## config.mk

```make
export PLATFORM = sky130hd
export DESIGN_NAME = bpc_lexer
export DESIGN_NICKNAME = d
export VERILOG_FILES = /design/src/bpc_pkg.sv /design/src/bpc_lexer.sv
export SDC_FILE = /design/constraint.sdc
export NUM_CORES = 1
export LEC_CHECK = 0
export ABC_AREA = 1
export BUFFER_PORTS_ARGS = -buffer_cell sky130_fd_sc_hd__buf_2
export CAP_MARGIN = 20
export CORE_MARGIN = 1
export CORE_UTILIZATION = 30
export CTS_CLUSTER_DIAMETER = 80
export DETAILED_ROUTE_END_ITERATION = 10
export PLACE_DENSITY = 0.57
export SLEW_MARGIN = 5
export SYNTH_ARGS = -nofsm -noshare
export SYNTH_HDL_FRONTEND = slang
export SYNTH_SLANG_ARGS = --single-unit
```

## constraint.sdc

```tcl
create_clock -name clk -period 1.9 [get_ports clk]
set_input_delay 0.19 -clock clk [delete_from_list [all_inputs] [get_ports clk]]
set_output_delay 0.19 -clock clk [all_outputs]
set_load 0.03 [all_outputs]
```

## src/bpc_pkg.sv

```systemverilog
// ----------------------------------------------------------------------------
// bpc_pkg: shared types and constants of the bracket pair checker
// Word formats of the input, result and op queues, lexer modes, character
// codes and error kinds.
// ----------------------------------------------------------------------------
package bpc_pkg;

  // Input word: one text byte or the end-of-text marker
  typedef struct packed {
    logic [7:0] text_byte;
    logic       end_of_text;
  } in_word_t;

  // Result word: first-error report or end-of-text verdict
  typedef struct packed {
    logic        is_verdict;
    logic        passed;
    logic [2:0]  error_kind;
    logic [7:0]  reported_char;
    logic [23:0] error_line;
    logic [15:0] error_column;
  } out_word_t;

  // Lexer modes
  typedef enum logic [2:0] {
    MODE_NORMAL,
    MODE_DQUOTE,
    MODE_SQUOTE,
    MODE_LINE,
    MODE_BLOCK,
    MODE_SLASH
  } lex_mode_t;

  // Bracket codes as kept on the stack
  typedef enum logic [1:0] {
    BR_PAREN,
    BR_SQUARE,
    BR_CURLY
  } br_code_t;

  // Ops handed from the lexer to the stack unit
  typedef enum logic [1:0] {
    OP_PUSH,
    OP_POP,
    OP_END
  } op_kind_t;

  typedef struct packed {
    op_kind_t    kind;
    br_code_t    code;
    logic [23:0] line;
    logic [15:0] column;
  } op_word_t;

  // Op queue size
  localparam int OPQ_DEPTH = 4;
  localparam int OPQ_AW    = 2;
  localparam int OPQ_CW    = 3;

  // Error kinds
  localparam logic [2:0] ERR_NONE     = 3'd0;
  localparam logic [2:0] ERR_MISMATCH = 3'd1;
  localparam logic [2:0] ERR_EMPTY    = 3'd2;
  localparam logic [2:0] ERR_UNCLOSED = 3'd3;
  localparam logic [2:0] ERR_OVERFLOW = 3'd4;

  // Character codes
  localparam logic [7:0] CH_NUL     = 8'h00;
  localparam logic [7:0] CH_LPAREN  = 8'h28;
  localparam logic [7:0] CH_RPAREN  = 8'h29;
  localparam logic [7:0] CH_LSQUARE = 8'h5B;
  localparam logic [7:0] CH_RSQUARE = 8'h5D;
  localparam logic [7:0] CH_LCURLY  = 8'h7B;
  localparam logic [7:0] CH_RCURLY  = 8'h7D;
  localparam logic [7:0] CH_DQUOTE  = 8'h22;
  localparam logic [7:0] CH_SQUOTE  = 8'h27;
  localparam logic [7:0] CH_SLASH   = 8'h2F;
  localparam logic [7:0] CH_STAR    = 8'h2A;
  localparam logic [7:0] CH_BSLASH  = 8'h5C;
  localparam logic [7:0] CH_NEWLINE = 8'h0A;

  // Counter limits
  localparam logic [23:0] LINE_MAX = 24'hFFFFFF;
  localparam logic [15:0] COL_MAX  = 16'hFFFF;

  function automatic logic [7:0] opener_char(input br_code_t code);
    logic [7:0] ch;
    unique case (code)
      BR_PAREN:  ch = CH_LPAREN;
      BR_SQUARE: ch = CH_LSQUARE;
      BR_CURLY:  ch = CH_LCURLY;
      default:   ch = CH_NUL;
    endcase
    return ch;
  endfunction

  function automatic logic [7:0] closer_char(input br_code_t code);
    logic [7:0] ch;
    unique case (code)
      BR_PAREN:  ch = CH_RPAREN;
      BR_SQUARE: ch = CH_RSQUARE;
      BR_CURLY:  ch = CH_RCURLY;
      default:   ch = CH_NUL;
    endcase
    return ch;
  endfunction

endpackage

```

## src/bpc_lexer.sv

```systemverilog
// ----------------------------------------------------------------------------
// bpc_lexer: front end of the bracket pair checker
// Tracks line and column, skips strings and comments, and turns brackets in
// normal code and the end-of-text marker into ops for the stack unit.
// ----------------------------------------------------------------------------
module bpc_lexer (
  input  logic               clk,
  input  logic               rst,
  input  logic               in_valid,
  input  bpc_pkg::in_word_t  in_word,
  output logic               op_valid,
  output bpc_pkg::op_word_t  op_word
);
  import bpc_pkg::*;

  lex_mode_t   mode, mode_next;
  logic        esc, esc_next;
  logic        star, star_next;
  logic [23:0] line, line_next;
  logic [15:0] column, column_next;

  logic [7:0]  ch;
  logic [23:0] line_cnt;
  logic [15:0] col_base, col_cnt;
  logic        is_open, is_close;
  br_code_t    br_code;
  logic        as_normal;
  lex_mode_t   nrm_mode;
  logic        nrm_esc_clr;

  assign ch = in_word.text_byte;

  // Counters after this byte, saturating
  always_comb begin
    line_cnt = line;
    col_base = column;
    if (ch == CH_NEWLINE) begin
      col_base = '0;
      if (line != LINE_MAX) line_cnt = line + 24'd1;
    end
    col_cnt = (col_base != COL_MAX) ? col_base + 16'd1 : col_base;
  end

  // Bracket classification
  always_comb begin
    is_open  = 1'b0;
    is_close = 1'b0;
    br_code  = BR_PAREN;
    unique case (ch)
      CH_LPAREN:  is_open  = 1'b1;
      CH_LSQUARE: begin is_open = 1'b1; br_code = BR_SQUARE; end
      CH_LCURLY:  begin is_open = 1'b1; br_code = BR_CURLY; end
      CH_RPAREN:  is_close = 1'b1;
      CH_RSQUARE: begin is_close = 1'b1; br_code = BR_SQUARE; end
      CH_RCURLY:  begin is_close = 1'b1; br_code = BR_CURLY; end
      default:    ;
    endcase
  end

  // Mode change of a byte handled as normal code
  always_comb begin
    nrm_mode    = MODE_NORMAL;
    nrm_esc_clr = 1'b0;
    unique case (ch)
      CH_DQUOTE: begin nrm_mode = MODE_DQUOTE; nrm_esc_clr = 1'b1; end
      CH_SQUOTE: begin nrm_mode = MODE_SQUOTE; nrm_esc_clr = 1'b1; end
      CH_SLASH:  nrm_mode = MODE_SLASH;
      default:   ;
    endcase
  end

  // A byte after a lone slash falls back to normal code
  assign as_normal = (mode == MODE_NORMAL) ||
                     ((mode == MODE_SLASH) && (ch != CH_STAR) && (ch != CH_SLASH));

  // Next state
  always_comb begin
    mode_next   = mode;
    esc_next    = esc;
    star_next   = star;
    line_next   = line;
    column_next = column;
    if (in_valid) begin
      if (in_word.end_of_text) begin
        mode_next   = MODE_NORMAL;
        esc_next    = 1'b0;
        star_next   = 1'b0;
        line_next   = 24'd1;
        column_next = '0;
      end else begin
        line_next   = line_cnt;
        column_next = col_cnt;
        unique case (mode)
          MODE_DQUOTE, MODE_SQUOTE: begin
            if (ch == CH_BSLASH) begin
              esc_next = !esc;
            end else begin
              if (!esc && (((mode == MODE_DQUOTE) && (ch == CH_DQUOTE)) ||
                           ((mode == MODE_SQUOTE) && (ch == CH_SQUOTE))))
                mode_next = MODE_NORMAL;
              esc_next = 1'b0;
            end
          end
          MODE_LINE: begin
            if (ch == CH_NEWLINE) mode_next = MODE_NORMAL;
          end
          MODE_BLOCK: begin
            if ((ch == CH_SLASH) && star) mode_next = MODE_NORMAL;
            star_next = (ch == CH_STAR);
          end
          MODE_SLASH, MODE_NORMAL: begin
            if ((mode == MODE_SLASH) && (ch == CH_STAR)) begin
              mode_next = MODE_BLOCK;
              star_next = 1'b0;
            end else if ((mode == MODE_SLASH) && (ch == CH_SLASH)) begin
              mode_next = MODE_LINE;
            end else begin
              mode_next = nrm_mode;
              if (nrm_esc_clr) esc_next = 1'b0;
            end
          end
          default: mode_next = MODE_NORMAL;
        endcase
      end
    end
  end

  // Op output
  always_comb begin
    op_valid       = in_valid &&
                     (in_word.end_of_text || (as_normal && (is_open || is_close)));
    op_word.code   = br_code;
    op_word.kind   = in_word.end_of_text ? OP_END : (is_open ? OP_PUSH : OP_POP);
    op_word.line   = in_word.end_of_text ? line : line_cnt;
    op_word.column = in_word.end_of_text ? column : col_cnt;
  end

  always_ff @(posedge clk) begin
    if (rst) begin
      mode   <= MODE_NORMAL;
      esc    <= 1'b0;
      star   <= 1'b0;
      line   <= 24'd1;
      column <= '0;
    end else begin
      mode   <= mode_next;
      esc    <= esc_next;
      star   <= star_next;
      line   <= line_next;
      column <= column_next;
    end
  end

endmodule

```

==> run summary <==
asr flop ratio synth -> 0%
arrival time at the worst endpoint -> 2.08 ns
vias per inst -> 5.07
multi-input logic area -> 3250 um2
Hold/Removal Path Class -> in -> reg
fin util -> 53.5%
r2r setup slk -> -0.19 ns
Max Clk Rate -> 441 MHz
clk buf depth -> 2
hold buffers post-CTS -> 0
detailed-route wire length -> 14,700 um
vias -> 5,184
latest clock arrival within the worst-skew pair -> 0.29 ns
Reg area -> 943 um2
WL per Instance -> 14.4 um
post-DP HPWL -> 9370 um
Post-Syn Instances -> 640
Placed Cells -> 966
dpl ws -> -0.220 ns
hold path start -> rst
DRT antenna net count -> 0
I/O Buffers -> 56
Die Width -> 116 um
crit path time final -> 2.27 ns
CTS sink count -> 45
Unique masters post-synth -> 45
crit path max fanout -> 9
status -> complete, but fails checks
area grow syn2layout -> 73.5%
GRT overflow -> 0
row count -> 41
die area -> 13,400 um2
worst hold margin -> 0.107 ns
crit end category -> output port
Slew Limit Fails -> 0
setup_tns -> -8.87 ns
Die H -> 116 um
hold depth -> 2
Yosys top cell by area -> dfxtp_1
Worst EP required -> 1.71 ns
I/O pin cnt -> 57
H-tree depth -> 2
clock root buffer -> clkbuf_16
Hold Crit Endpoint -> mode[1]
failing checks -> setup timing
first drt pass iteration count -> 5
Non-Filler Instances -> 1,023
DRC violations left -> 0
worst slew pin tran -> 0.500 ns
startpoint types -> flip-flop
worst reg2reg path depth -> 16
Cell Area, Synth -> 3890 um2
Detailed Route Iter0 Violations -> 291
slowest CP cell -> dfxtp_4
Final nets -> 863
Leak -> 2.97 nW
final setup fails -> 48
critical path class -> reg -> out
GPL Wtd Cong -> 0.913
setup ws final -> -0.369 ns
reg2reg start -> line[0]
vias in the first global route -> 4,879
first-pass GRT wire length -> 22,700 um
syn_area_per_cell -> 6.07 um2
Post-synth EDFFs -> 0
GRT Overall Usage -> 21.2%
maximum number of pins on one net before global-route repair -> 69
Worst R2R End -> line[7]
Top FF cell, synth -> dfxtp_1
max-cap violations -> 0
Setup Skew -> 0.00393 ns
Hold Violations, Final -> 0
PD cells -> 437 nW/um2
period utilization -> 119%
Crit path largest cell delay -> 0.37 ns
clock slew at reported path FFs -> 0.07 ns
CTS Buf Count -> 5
RSZ-0062 raised after global routing -> true
top post-synthesis cells by area -> dfxtp_1 23%, nand2_1 15%, nand3_1 8.6%
register bit total from synthesis -> 45
Initial Utilization -> 30.8%
Antenna Diode Count -> 0
post-synthesis sequential area ratio -> 23.2%
fill count -> 1,209
Rel. slew slack -> 66.6%
share of cells above drive strength 1 -> 53.6%
synth warn -> 0
VDD IR max -> 0.000279 V
Core ar. -> 12,600 um2
crit path cell chain -> ha_4 > nand3_4 > inv_4 > nand2_4 > nor2_4 > inv_2 > nor2_4 > nand2_4 > nand2_8 > inv_12 > nand3_2 > nand3_2 > o21ai_4 > buf_6
post-synthesis net count -> 653
Yosys top cell area share -> 23.2%
CTS tree -> yes
initial antenna violation count -> 0
flip-flops by register name, summed over array words and instances, names as in the netlist:
| register | cells |
|---|---|
| line | 24 |
| column | 16 |
| mode | 3 |
| esc | 1 |
| star | 1 |
layer usage:
layer	wire length (um)	vias up	GRT usage [%]
met3	556	36	3.09
li1	-	2570	-
met1	6060	2434	25.0
met2	7740	144	39.5
met4	363	0	5.90
met5	0	-	0
timing repair:
item	4_1_cts	5_1_grt
pin swaps	39	43
hold endpoints to repair	0	0
gates resized for setup	169	108
cloned	4	0
setup buffers	24	22
setup endpoints to repair	41	57
report_power, final:
group / internal (mW) / total (mW) / leakage [nW] / switching [mW]
Combinational: 0.416 / 0.981 / 2.52 / 0.565
Sequential: 1.01 / 1.07 / 0.381 / 0.0632
Clock: 0.484 / 0.898 / 0.0696 / 0.414
Total: 1.91 / 2.95 / 2.97 / 1.04
logic make-up after synthesis:
group           Yosys count  synth area share (%)
flops                    45                  23.2
xor+xnor                  5                  1.13
fa+ha+maj                 1                 0.322
buf+inv                 103                  11.7
simple gates            341                  43.5
compound gates          145                  20.2
placed cells by master (no fill, tap or decap), types with 4 or more instances in the layout:
| cell type | count |
|---|---|
| a21oi_1 | 33 |
| a21oi_2 | 16 |
| buf_2 | 16 |
| buf_4 | 163 |
| buf_6 | 45 |
| clkbuf_16 | 5 |
| dfxtp_1 | 19 |
| dfxtp_2 | 22 |
| dfxtp_4 | 4 |
| inv_1 | 53 |
| inv_2 | 15 |
| inv_4 | 4 |
| nand2_1 | 128 |
| nand2_2 | 30 |
| nand2_4 | 9 |
| nand3_1 | 38 |
| nand3_2 | 44 |
| nand3_4 | 8 |
| nand4_1 | 10 |
| nor2_1 | 21 |
| nor2_2 | 10 |
| nor2_4 | 15 |
| nor3_1 | 13 |
| nor3_2 | 4 |
| o21ai_0 | 50 |
| o21ai_1 | 14 |
| o21ai_2 | 15 |
| o21ai_4 | 9 |
| xor2_1 | 4 |
critical path: cells and delay by family (launching register included):
kind	cells	cell delay, ns
AND/OR/NAND/NOR	8	0.77
flip-flops	1	0.37
buffers and inverters	4	0.35
adder cells (fa/ha/maj)	1	0.15
AO/OA/AOI/OAI	1	0.11
synthesized netlist by cell type, types with 16 or more instances:
master,n
nand3_2,23
a21oi_1,39
o21ai_0,66
nor3_1,18
nor2_1,37
dfxtp_1,45
o21ai_1,22
clkbuf_1,16
nand3_1,67
inv_1,63
nand2_1,158
how the worst max path moves through the flow:
stage                          start           to  depth (start not counted)
after detailed placement  in_word[8]  op_word[33]                         12
after global routing         line[0]  op_word[33]                         12
after global placement       line[3]  op_word[37]                         10
final                        line[0]  op_word[23]                         14
after CTS                    line[1]  op_word[21]                         15
after floorplan              line[0]  op_word[24]                         14
metrics by stage:
stage	power [mW]	cell area, um2
6_report	2.95	6750
5_1_grt	3.09	6750
4_1_cts	2.88	6230
3_5_place_dp	1.87	5320
3_3_place_gp	1.85	5320
2_1_floorplan	1.56	4020
cell type report:
| type | instances | share of cell area, % |
|---|---|---|
| repair buffers | 227 | 27.7 |
| clock inverters | 3 | 0.260 |
| multi-input cells | 495 | 48.2 |
| clock buffers | 5 | 1.85 |
| well taps | 172 | 3.19 |
| inverters | 75 | 4.60 |
| repair inverters | 1 | 0.167 |
| flip-flops and latches | 45 | 14.0 |
No activity file was read; power rests on OpenSTA's default activity.
